**src/rtl/qgram_shift_or_string_matcher_top_macros.svh**
```systemverilog
// ----------------------------------------------------------------------------
// Assertion macros for the q-gram string matcher
// Concurrent assertion helpers; define NO_ASSERTIONS to compile them away.
// ----------------------------------------------------------------------------
`ifndef QGRAM_SHIFT_OR_STRING_MATCHER_TOP_MACROS_SVH
`define QGRAM_SHIFT_OR_STRING_MATCHER_TOP_MACROS_SVH

`ifndef NO_ASSERTIONS
// Condition that must hold at every clock edge outside reset.
`define QSM_AST_ALWAYS(lbl, clk, rst_n, cond) \
    lbl: assert property (@(posedge clk) disable iff (!rst_n) (cond)) \
        else $error("assertion failed");
// Trigger in one cycle requires the consequence in the next.
`define QSM_AST_NEXT(lbl, clk, rst_n, trig, cons) \
    lbl: assert property (@(posedge clk) disable iff (!rst_n) (trig) |=> (cons)) \
        else $error("assertion failed");
`else
`define QSM_AST_ALWAYS(lbl, clk, rst_n, cond)
`define QSM_AST_NEXT(lbl, clk, rst_n, trig, cons)
`endif

`endif

```
**src/rtl/qsm_pkg.sv**
```systemverilog
// ----------------------------------------------------------------------------
// Package for the q-gram string matcher
// Shared constants, action codes and the verify command, write strobe and status structs.
// ----------------------------------------------------------------------------
package qsm_pkg;

    localparam int MAX_PATTERN = 64;
    localparam int ADDR_W      = 6;
    localparam int LEN_W       = 7;
    localparam int FILL_W      = 7;
    localparam int FILTER_LEN  = 28;
    localparam int GRAM_SIZE   = 4;

    localparam logic [1:0] ACT_CLEAR = 2'd0;
    localparam logic [1:0] ACT_LOAD  = 2'd1;
    localparam logic [1:0] ACT_TEXT  = 2'd2;

    localparam logic [2:0] REG_PATTERN_LENGTH = 3'd0;

    // Start of one verification run.
    typedef struct packed {
        logic              go;
        logic [ADDR_W-1:0] base;
        logic [LEN_W-1:0]  len;
    } t_ver_cmd;

    // Write strobes for the two byte memories.
    typedef struct packed {
        logic              pat_we;
        logic [ADDR_W-1:0] pat_addr;
        logic              win_we;
        logic [ADDR_W-1:0] win_addr;
        logic [7:0]        wdata;
    } t_mem_wr;

    typedef struct packed {
        logic busy;
        logic done;
        logic hit;
    } t_ver_sts;

endpackage

```
**src/rtl/qsm_if.sv**
```systemverilog
// ----------------------------------------------------------------------------
// Channel interfaces for the q-gram string matcher
// Valid/ready channels for input words and result words.
// ----------------------------------------------------------------------------
interface qsm_in_if;
    logic       valid;
    logic       ready;
    logic [1:0] action;
    logic [5:0] pattern_index;
    logic [7:0] data_byte;
    logic       last_byte;

    modport source (output valid, action, pattern_index, data_byte, last_byte,
                    input ready);
    modport sink   (input valid, action, pattern_index, data_byte, last_byte,
                    output ready);
endinterface

interface qsm_out_if;
    logic        valid;
    logic        ready;
    logic [31:0] match_start;

    modport source (output valid, match_start, input ready);
    modport sink   (input valid, match_start, output ready);
endinterface

```
**src/rtl/qsm_verify.sv**
```systemverilog
// ----------------------------------------------------------------------------
// Verification unit
// Holds pattern and text window memories and compares one byte pair per pass.
// ----------------------------------------------------------------------------
module qsm_verify (
    input  logic              i_clk,
    input  logic              i_rst_n,
    input  qsm_pkg::t_ver_cmd i_cmd,
    input  qsm_pkg::t_mem_wr  i_wr,
    input  logic              i_ack,
    output qsm_pkg::t_ver_sts o_sts
);

    typedef enum logic [3:0] {
        S_IDLE = 4'b0001,
        S_RD   = 4'b0010,
        S_CMP  = 4'b0100,
        S_DONE = 4'b1000
    } t_state;

    t_state r_state, n_state;

    logic [7:0] pat_mem [qsm_pkg::MAX_PATTERN];
    logic [7:0] win_mem [qsm_pkg::MAX_PATTERN];

    logic [qsm_pkg::ADDR_W-1:0] r_base, r_j;
    logic [qsm_pkg::LEN_W-1:0]  r_len;
    logic [7:0]                 r_pat_q, r_win_q;
    logic                       r_hit;

    // Memory writes and registered reads.
    always_ff @(posedge i_clk) begin
        if (i_wr.pat_we) begin
            pat_mem[i_wr.pat_addr] <= i_wr.wdata;
        end
        if (i_wr.win_we) begin
            win_mem[i_wr.win_addr] <= i_wr.wdata;
        end
        r_pat_q <= pat_mem[r_j];
        r_win_q <= win_mem[r_base + r_j];
    end

    always_comb begin
        n_state = r_state;
        case (r_state)
            S_IDLE: if (i_cmd.go) n_state = S_RD;
            S_RD:   n_state = S_CMP;
            S_CMP: begin
                if (r_pat_q != r_win_q || {1'b0, r_j} == r_len - 7'd1) begin
                    n_state = S_DONE;
                end else begin
                    n_state = S_RD;
                end
            end
            S_DONE: if (i_ack) n_state = S_IDLE;
            default: n_state = S_IDLE;
        endcase
    end

    always_ff @(posedge i_clk) begin
        if (!i_rst_n) begin
            r_state <= S_IDLE;
            r_hit   <= 1'b0;
        end else begin
            r_state <= n_state;
            if (r_state == S_CMP) begin
                r_hit <= (r_pat_q == r_win_q);
            end
        end
    end

    always_ff @(posedge i_clk) begin
        if (r_state == S_IDLE && i_cmd.go) begin
            r_base <= i_cmd.base;
            r_len  <= i_cmd.len;
            r_j    <= '0;
        end else if (r_state == S_CMP) begin
            r_j <= r_j + 6'd1;
        end
    end

    assign o_sts.busy = (r_state != S_IDLE);
    assign o_sts.done = (r_state == S_DONE);
    assign o_sts.hit  = r_hit;

endmodule

```
**src/rtl/qgram_shift_or_string_matcher_top.sv**
```systemverilog
// ----------------------------------------------------------------------------
// q-gram string matcher, top level
// Finds every occurrence of a loaded pattern in a stream of text bytes.
// ----------------------------------------------------------------------------
// Each input word is a clear, a pattern byte load or a text byte. A text
// byte whose window can hold an occurrence (enough bytes seen, length at
// least four, the filter prefix fully loaded) starts a verification run in
// which one shared byte comparator checks one pattern byte per pass, each
// pass reading both byte memories through a registered port and then
// comparing. The run stops at the first mismatch or after the full length.
// Input words are not taken while a run is busy. A result word is held in an
// output register; the block takes new input words while it waits, and a run
// holds in its done state if a second hit is ready before the first one is
// taken. The pattern length register is written over APB at address 0
// and should only be changed while the block is idle.
`include "qgram_shift_or_string_matcher_top_macros.svh"

module qgram_shift_or_string_matcher_top (
    input  logic        i_clk,
    input  logic        i_rst_n,
    qsm_in_if.sink      i_in_ch,
    qsm_out_if.source   o_out_ch,
    input  logic        psel,
    input  logic        penable,
    input  logic        pwrite,
    input  logic [2:0]  paddr,
    input  logic [31:0] pwdata,
    output logic [31:0] prdata,
    output logic        pready
);

    logic [qsm_pkg::LEN_W-1:0]       r_plen;
    logic [qsm_pkg::MAX_PATTERN-1:0] r_loaded;
    logic [qsm_pkg::ADDR_W-1:0]      r_wptr;
    logic [qsm_pkg::FILL_W-1:0]      r_fill;
    logic [31:0]                     r_pos;
    logic [31:0]                     r_start;
    logic                            r_out_valid;
    logic [31:0]                     r_out_data;

    logic [qsm_pkg::LEN_W-1:0]       w_len, w_flen;
    logic [qsm_pkg::FILL_W-1:0]      w_fill_inc;
    logic [qsm_pkg::MAX_PATTERN-1:0] w_mask;
    logic                            w_loaded_ok;
    logic                            w_accept, w_text, w_ack;
    qsm_pkg::t_ver_cmd               w_cmd;
    qsm_pkg::t_mem_wr                w_wr;
    qsm_pkg::t_ver_sts               w_sts;

    // APB register port.
    assign pready = 1'b1;
    assign prdata = (paddr == qsm_pkg::REG_PATTERN_LENGTH) ? {25'd0, r_plen} : 32'd0;

    always_ff @(posedge i_clk) begin
        if (!i_rst_n) begin
            r_plen <= 7'd4;
        end else if (psel && penable && pwrite && paddr == qsm_pkg::REG_PATTERN_LENGTH) begin
            r_plen <= pwdata[6:0];
        end
    end

    // Effective length and filter prefix length.
    assign w_len  = (r_plen > 7'(qsm_pkg::MAX_PATTERN)) ? 7'(qsm_pkg::MAX_PATTERN) : r_plen;
    assign w_flen = (w_len > 7'(qsm_pkg::FILTER_LEN)) ? 7'(qsm_pkg::FILTER_LEN) : w_len;

    always_comb begin
        for (int k = 0; k < qsm_pkg::MAX_PATTERN; k++) begin
            w_mask[k] = (7'(k) < w_flen);
        end
    end
    assign w_loaded_ok = &(r_loaded | ~w_mask);

    assign w_fill_inc = (r_fill < 7'(qsm_pkg::MAX_PATTERN)) ? r_fill + 7'd1 : r_fill;

    assign i_in_ch.ready = !w_sts.busy;
    assign w_accept = i_in_ch.valid && i_in_ch.ready;
    assign w_text   = w_accept && i_in_ch.action == qsm_pkg::ACT_TEXT;

    // A verification run starts only where an occurrence can end here.
    assign w_cmd.go   = w_text && w_len >= 7'(qsm_pkg::GRAM_SIZE) &&
                        w_fill_inc >= w_len && w_loaded_ok;
    assign w_cmd.base = r_wptr - w_len[5:0] + 6'd1;
    assign w_cmd.len  = w_len;

    assign w_wr.pat_we   = w_accept && i_in_ch.action == qsm_pkg::ACT_LOAD;
    assign w_wr.pat_addr = i_in_ch.pattern_index;
    assign w_wr.win_we   = w_text;
    assign w_wr.win_addr = r_wptr;
    assign w_wr.wdata    = i_in_ch.data_byte;

    // The run may finish only when its hit can go into the output register.
    assign w_ack = !w_sts.hit || !r_out_valid || o_out_ch.ready;

    qsm_verify u_verify (
        .i_clk   (i_clk),
        .i_rst_n (i_rst_n),
        .i_cmd   (w_cmd),
        .i_wr    (w_wr),
        .i_ack   (w_ack),
        .o_sts   (w_sts)
    );

    // Text bookkeeping: window pointer, fill count, position and loaded bits.
    always_ff @(posedge i_clk) begin
        if (!i_rst_n) begin
            r_loaded <= '0;
            r_wptr   <= '0;
            r_fill   <= '0;
            r_pos    <= '0;
        end else if (w_accept) begin
            case (i_in_ch.action)
                qsm_pkg::ACT_CLEAR: begin
                    r_loaded <= '0;
                    r_wptr   <= '0;
                    r_fill   <= '0;
                    r_pos    <= '0;
                end
                qsm_pkg::ACT_LOAD: begin
                    r_loaded[i_in_ch.pattern_index] <= 1'b1;
                end
                qsm_pkg::ACT_TEXT: begin
                    if (i_in_ch.last_byte) begin
                        r_wptr <= '0;
                        r_fill <= '0;
                        r_pos  <= '0;
                    end else begin
                        r_wptr <= r_wptr + 6'd1;
                        r_fill <= w_fill_inc;
                        r_pos  <= r_pos + 32'd1;
                    end
                end
                default: begin
                end
            endcase
        end
    end

    always_ff @(posedge i_clk) begin
        if (w_cmd.go) begin
            r_start <= r_pos - 32'(w_len - 7'd1);
        end
    end

    // Output register.
    always_ff @(posedge i_clk) begin
        if (!i_rst_n) begin
            r_out_valid <= 1'b0;
        end else if (w_sts.done && w_sts.hit && w_ack) begin
            r_out_valid <= 1'b1;
        end else if (o_out_ch.ready) begin
            r_out_valid <= 1'b0;
        end
    end

    always_ff @(posedge i_clk) begin
        if (w_sts.done && w_sts.hit && w_ack) begin
            r_out_data <= r_start;
        end
    end

    assign o_out_ch.valid       = r_out_valid;
    assign o_out_ch.match_start = r_out_data;

    `QSM_AST_ALWAYS(a_no_accept_busy, i_clk, i_rst_n, !(w_accept && w_sts.busy))
    `QSM_AST_ALWAYS(a_fill_bound, i_clk, i_rst_n, r_fill <= 7'(qsm_pkg::MAX_PATTERN))
    `QSM_AST_NEXT(a_clear_pos, i_clk, i_rst_n, w_accept && i_in_ch.action == qsm_pkg::ACT_CLEAR, r_pos == 32'd0 && r_loaded == '0)
    `QSM_AST_NEXT(a_go_busy, i_clk, i_rst_n, w_cmd.go, w_sts.busy)

endmodule
```
**src/flat_wrapper.sv**
```systemverilog
// flat-port wrapper written by rule: the top's interface ports become plain ports
module qgram_shift_or_string_matcher_top_flat 
  (i_clk, i_rst_n, psel, penable, pwrite, paddr, pwdata, prdata, pready, i_in_ch_valid, i_in_ch_action, i_in_ch_pattern_index, i_in_ch_data_byte, i_in_ch_last_byte, i_in_ch_ready, o_out_ch_valid, o_out_ch_match_start, o_out_ch_ready);
  qsm_in_if i_in_ch_i ();
  qsm_out_if o_out_ch_i ();
  input  logic i_clk;
  input  logic i_rst_n;
  input  logic psel;
  input  logic penable;
  input  logic pwrite;
  input  logic [2:0] paddr;
  input  logic [31:0] pwdata;
  output logic [31:0] prdata;
  output logic pready;
  input wire logic [$bits(i_in_ch_i.valid)-1:0] i_in_ch_valid;
  input wire logic [$bits(i_in_ch_i.action)-1:0] i_in_ch_action;
  input wire logic [$bits(i_in_ch_i.pattern_index)-1:0] i_in_ch_pattern_index;
  input wire logic [$bits(i_in_ch_i.data_byte)-1:0] i_in_ch_data_byte;
  input wire logic [$bits(i_in_ch_i.last_byte)-1:0] i_in_ch_last_byte;
  output wire logic [$bits(i_in_ch_i.ready)-1:0] i_in_ch_ready;
  output wire logic [$bits(o_out_ch_i.valid)-1:0] o_out_ch_valid;
  output wire logic [$bits(o_out_ch_i.match_start)-1:0] o_out_ch_match_start;
  input wire logic [$bits(o_out_ch_i.ready)-1:0] o_out_ch_ready;
  assign i_in_ch_i.valid = i_in_ch_valid;
  assign i_in_ch_i.action = i_in_ch_action;
  assign i_in_ch_i.pattern_index = i_in_ch_pattern_index;
  assign i_in_ch_i.data_byte = i_in_ch_data_byte;
  assign i_in_ch_i.last_byte = i_in_ch_last_byte;
  assign i_in_ch_ready = i_in_ch_i.ready;
  assign o_out_ch_valid = o_out_ch_i.valid;
  assign o_out_ch_match_start = o_out_ch_i.match_start;
  assign o_out_ch_i.ready = o_out_ch_ready;
  qgram_shift_or_string_matcher_top u_core (.i_clk(i_clk), .i_rst_n(i_rst_n), .i_in_ch(i_in_ch_i), .o_out_ch(o_out_ch_i), .psel(psel), .penable(penable), .pwrite(pwrite), .paddr(paddr), .pwdata(pwdata), .prdata(prdata), .pready(pready));
endmodule
```
**config.mk**
```make
export PLATFORM = sky130hd
export DESIGN_NAME = qgram_shift_or_string_matcher_top_flat
export DESIGN_NICKNAME = d
export VERILOG_FILES = /design/src/rtl/qsm_pkg.sv /design/src/rtl/qsm_if.sv /design/src/rtl/qsm_verify.sv /design/src/rtl/qgram_shift_or_string_matcher_top.sv /design/src/flat_wrapper.sv
export VERILOG_INCLUDE_DIRS = /design/src /design/src/rtl
export SDC_FILE = /design/constraint.sdc
export NUM_CORES = 1
export LEC_CHECK = 0
export BUFFER_PORTS_ARGS = -buffer_cell sky130_fd_sc_hd__buf_4
export CAP_MARGIN = 20
export CORE_MARGIN = 2
export CORE_UTILIZATION = 33
export DETAILED_ROUTE_END_ITERATION = 6
export PLACE_DENSITY = 0.47
export SLEW_MARGIN = 20
export SYNTH_ARGS = -nofsm -noshare
export SYNTH_HDL_FRONTEND = slang
export SYNTH_SLANG_ARGS = --single-unit
```
**constraint.sdc**
```tcl
create_clock -name i_clk -period 13.42 [get_ports i_clk]
set_input_delay 0.671 -clock i_clk [delete_from_list [all_inputs] [get_ports i_clk]]
set_output_delay 0.671 -clock i_clk [all_outputs]
set_load 0.05 [all_outputs]
```
==> results.toml <==
[status]
status = "finished clean"

[timing]
relSlewSlack_pct = 17.0
setup_viol = 0
period_needed_ps = 4900
skew_ps = 24.1
grt_setup_unrepaired = "false"
period_share_pct = 36.5
final.setup.tns_ps = 0
fmax_ghz = 0.204
tightestPinTransition_ps = 1240
final_max_slew_viol_count = 0
hold_viol = 0
whs_ps = 188

[final_layout]
design_area_um2 = 56100
final_layout_size_suffix_gt1_share_pct = 23.3
nNetsFinal = 2870
final_util_pct = 37.9
diodes = 0
area_growth_pct = 14.1

[place]
hpwl_um = 74700
io_buffers = 74
place_congestion = 0.770
place_area_um2 = 51900

[floorplanning]
initial_core_util_pct = 33.3
die_height_um = 390
io_pins = 126
core_um2 = 148000
fp.dieArea_um2 = 152000
chipWidth_um = 390
num_rows = 141

[critical_path]
worstRegToRegCells = 15
end_kind = "flip-flop"
critPathLaunchType = "flip-flop"
r2r_end = "u_core.r_start[27]"
crit_type = "flip-flop to flip-flop"
critPathLaunch = "u_core.r_plen[6]"
rr_startpoint = "u_core.r_plen[6]"
critPathArrivalTime_ps = 5410
cp.required_ps = 13920
r2r_slack_ps = 8520
worst-path-max-fanout = 11

[pwr]
swShare_pct = 19.9
internal_power_w = 0.00621
p_clk_share_pct = 45.3
seq_power_share_pct = 53.1
power.total_w = 0.00775
p_leak_nw = 18.0
powerDensity_nw_per_um2 = 138
p_switching_w = 0.00154
power_frac_comb_pct = 1.6
irDropWorstVdd_mv = 0.103

[hold_path]
worstHoldStart = "pwdata[2]"
worstHoldEndpoint = "u_core.r_plen[2]"
hold_class = "primary input to flip-flop"
whs_path_depth = 3

[synthesis]
ys_seq_area_share_pct = 71.8
async_flop_share_pct = 0
yosys_warnings = 0
ys.flop_type = "edfxtp_1"
ys_ff_latch = 1212
synth_cell_types = 72
avgSynthCellArea_um2 = 18.8
synth_cells = 2618
synth_area_um2 = 49200
synth_edf_count = 1101

[clock_network]
cts_root_buffer = "clkbuf_16"
h-tree-depth = 4
insertion_delay_ps = 760
cts_buffers = 133
cts_tree = "yes"
ctsLongestPathBuffers = 3
ctsHoldBuffers = 0
cts_sinks = 1212
ctsResizeCount = 0
cts_setup_buffers = 0
clk_pin_slew_ps = 60

[global_routing]
grt-ovfl-total = 0
grt_max_degree = 89
antenna_found_initial = 7
grt_pass1_wl_um = 177000
grt_pass1_vias = 25628
grt_use_total_pct = 16.0

[route]
drc_errors = 0
drtIter0Drc = 1969
vias = 24500
drt-pass1-iter-count = 5
detail_route.vias_per_cell = 5.13
wirelength_um = 121000
ant_nets = 0
wl_per_cell_um = 25.3

[job]
maxCapViolCount = 0
==> worst max-delay path by stage <==
stage	endpoint	slack [ps]
4_1_cts	u_core.r_start[27]	8600
2_1_floorplan	u_core.u_verify.r_base[0]	8540
3_5_place_dp	u_core.r_start[27]	8580
6_report	u_core.r_start[27]	8520
3_3_place_gp	u_core.r_start[27]	8610
5_1_grt	u_core.r_start[27]	8340
==> layout make-up <==
cell class	instances	area, µm²
clock buffers	176	3700
flip-flops and latches	1212	35300
well taps	1930	2410
clock inverters	53	453
inverters	32	120
multi-input cells	1249	13200
repair buffers	122	916
fillers	13465	91700
==> layer usage <==
metal	up-vias	global-route usage, %	part of all wire [%]
li1	10770	-	-
met2	599	26.4	49
met4	0	5.17	2.2
met5	-	0	0
met1	12971	21.8	44
met3	160	2.30	4.3
==> Yosys cell counts, drive strengths merged, types with 8 or more instances <==
| cell | n | area (µm²) |
|---|---|---|
| a211oi | 13 | 103 |
| a21o | 22 | 166 |
| a21oi | 66 | 334 |
| a22oi | 8 | 60.1 |
| a31oi | 10 | 62.6 |
| and2 | 25 | 158 |
| and3 | 9 | 56.3 |
| buf | 73 | 399 |
| clkbuf | 76 | 335 |
| dfxtp | 111 | 2220 |
| edfxtp | 1101 | 33100 |
| ha | 58 | 726 |
| inv | 32 | 120 |
| mux2i | 16 | 160 |
| mux4 | 328 | 7390 |
| nand2 | 82 | 308 |
| nand3 | 42 | 210 |
| nand4 | 17 | 106 |
| nor2 | 194 | 744 |
| nor2b | 44 | 275 |
| nor3 | 20 | 100 |
| o211ai | 8 | 60.1 |
| o21a | 37 | 278 |
| o21ai | 64 | 320 |
| xnor2 | 51 | 447 |
| xor2 | 18 | 158 |
==> state kept, by name, summed over array words and instances (netlist names), 4 cells and up <==
signal and cells:
u_core.r_fill 7, u_core.r_plen 7, u_core.u_verify.r_state 4, u_core.u_verify.pat_mem 512, u_core.o_out_ch.match_start 32, u_core.r_start 32
u_core.r_wptr 6, u_core.u_verify.r_win_q 8, u_core.r_pos 32, u_core.r_loaded 31, u_core.u_verify.r_base 6, u_core.u_verify.r_pat_q 8
u_core.u_verify.r_j 6, u_core.u_verify.r_len 7, u_core.u_verify.win_mem 512
==> kinds of logic (layout without fill, tap and decap cells) <==
family,after synthesis,after routing,synth area share (%)
flops,1212,1212,71.8
xor+xnor,69,69,1.23
buf+inv,181,383,1.74
other cells,2,26,0.0153
compound gates,272,272,3.61
mux,345,345,15.4
simple gates,476,476,4.68
fa+ha+maj,61,61,1.60
==> power by group through the flow <==
| stage | clock, W | sequential (W) | combinational [W] |
|---|---|---|---|
| 5_1_grt | 0.00375 | 0.00411 | 0.000135 |
| 4_1_cts | 0.00361 | 0.00411 | 0.000127 |
| 3_5_place_dp | 0 | 0.00419 | 0.000127 |
| 6_report | 0.00351 | 0.00412 | 0.000123 |
| 2_1_floorplan | 0 | 0.00419 | 0.0000513 |
| 3_3_place_gp | 0 | 0.00419 | 0.000120 |
==> through the flow <==
| step | setup slack (ps) | cells |
|---|---|---|
| floorplan | 8540 | 2642 |
| global placement | 8610 | 4544 |
| detailed placement | 8580 | 4545 |
| CTS | 8600 | 4774 |
| global route | 8340 | 4774 |
| finish | 8520 | 4774 |
==> worst max-delay path, stage by stage, from the launching register on <==
cell,delay [ps]
dfxtp_1,720
inv_2,140
nand2_1,260
ha_1,210
inv_1,110
a21oi_1,460
ha_1,390
inv_1,110
nor2_1,50
a221oi_1,800
o211ai_1,340
a41o_1,390
a21boi_0,300
o21bai_1,100
a21oi_1,190
xnor2_1,80
==> layout by cell type (no fill, tap or decap), types with 9 or more instances in the layout <==
master     netlist  routed
a211oi_1        12      12
a21o_1          21      21
a21oi_1         65      65
a31oi_1         10      10
and2_1          23      23
and3_1           9       9
buf_4           26     122
clkbuf_1        71      30
clkbuf_16        0     140
clkinv_1         0      27
clkinv_2         0      14
conb_1           2      26
dfxtp_1        111     107
edfxtp_1      1101    1101
ha_1            58      57
inv_1           31      31
mux2i_1         16      16
mux4_2         328     328
nand2_1         82      82
nand3_1         42      42
nand4_1         17      17
nor2_1         193     187
nor2b_1         44      43
nor3_1          20      20
o21a_1          37      37
o21ai_0         64      64
xnor2_1         51      48
xor2_1          18      18
Note: power is estimated with default switching activity, not from simulation.
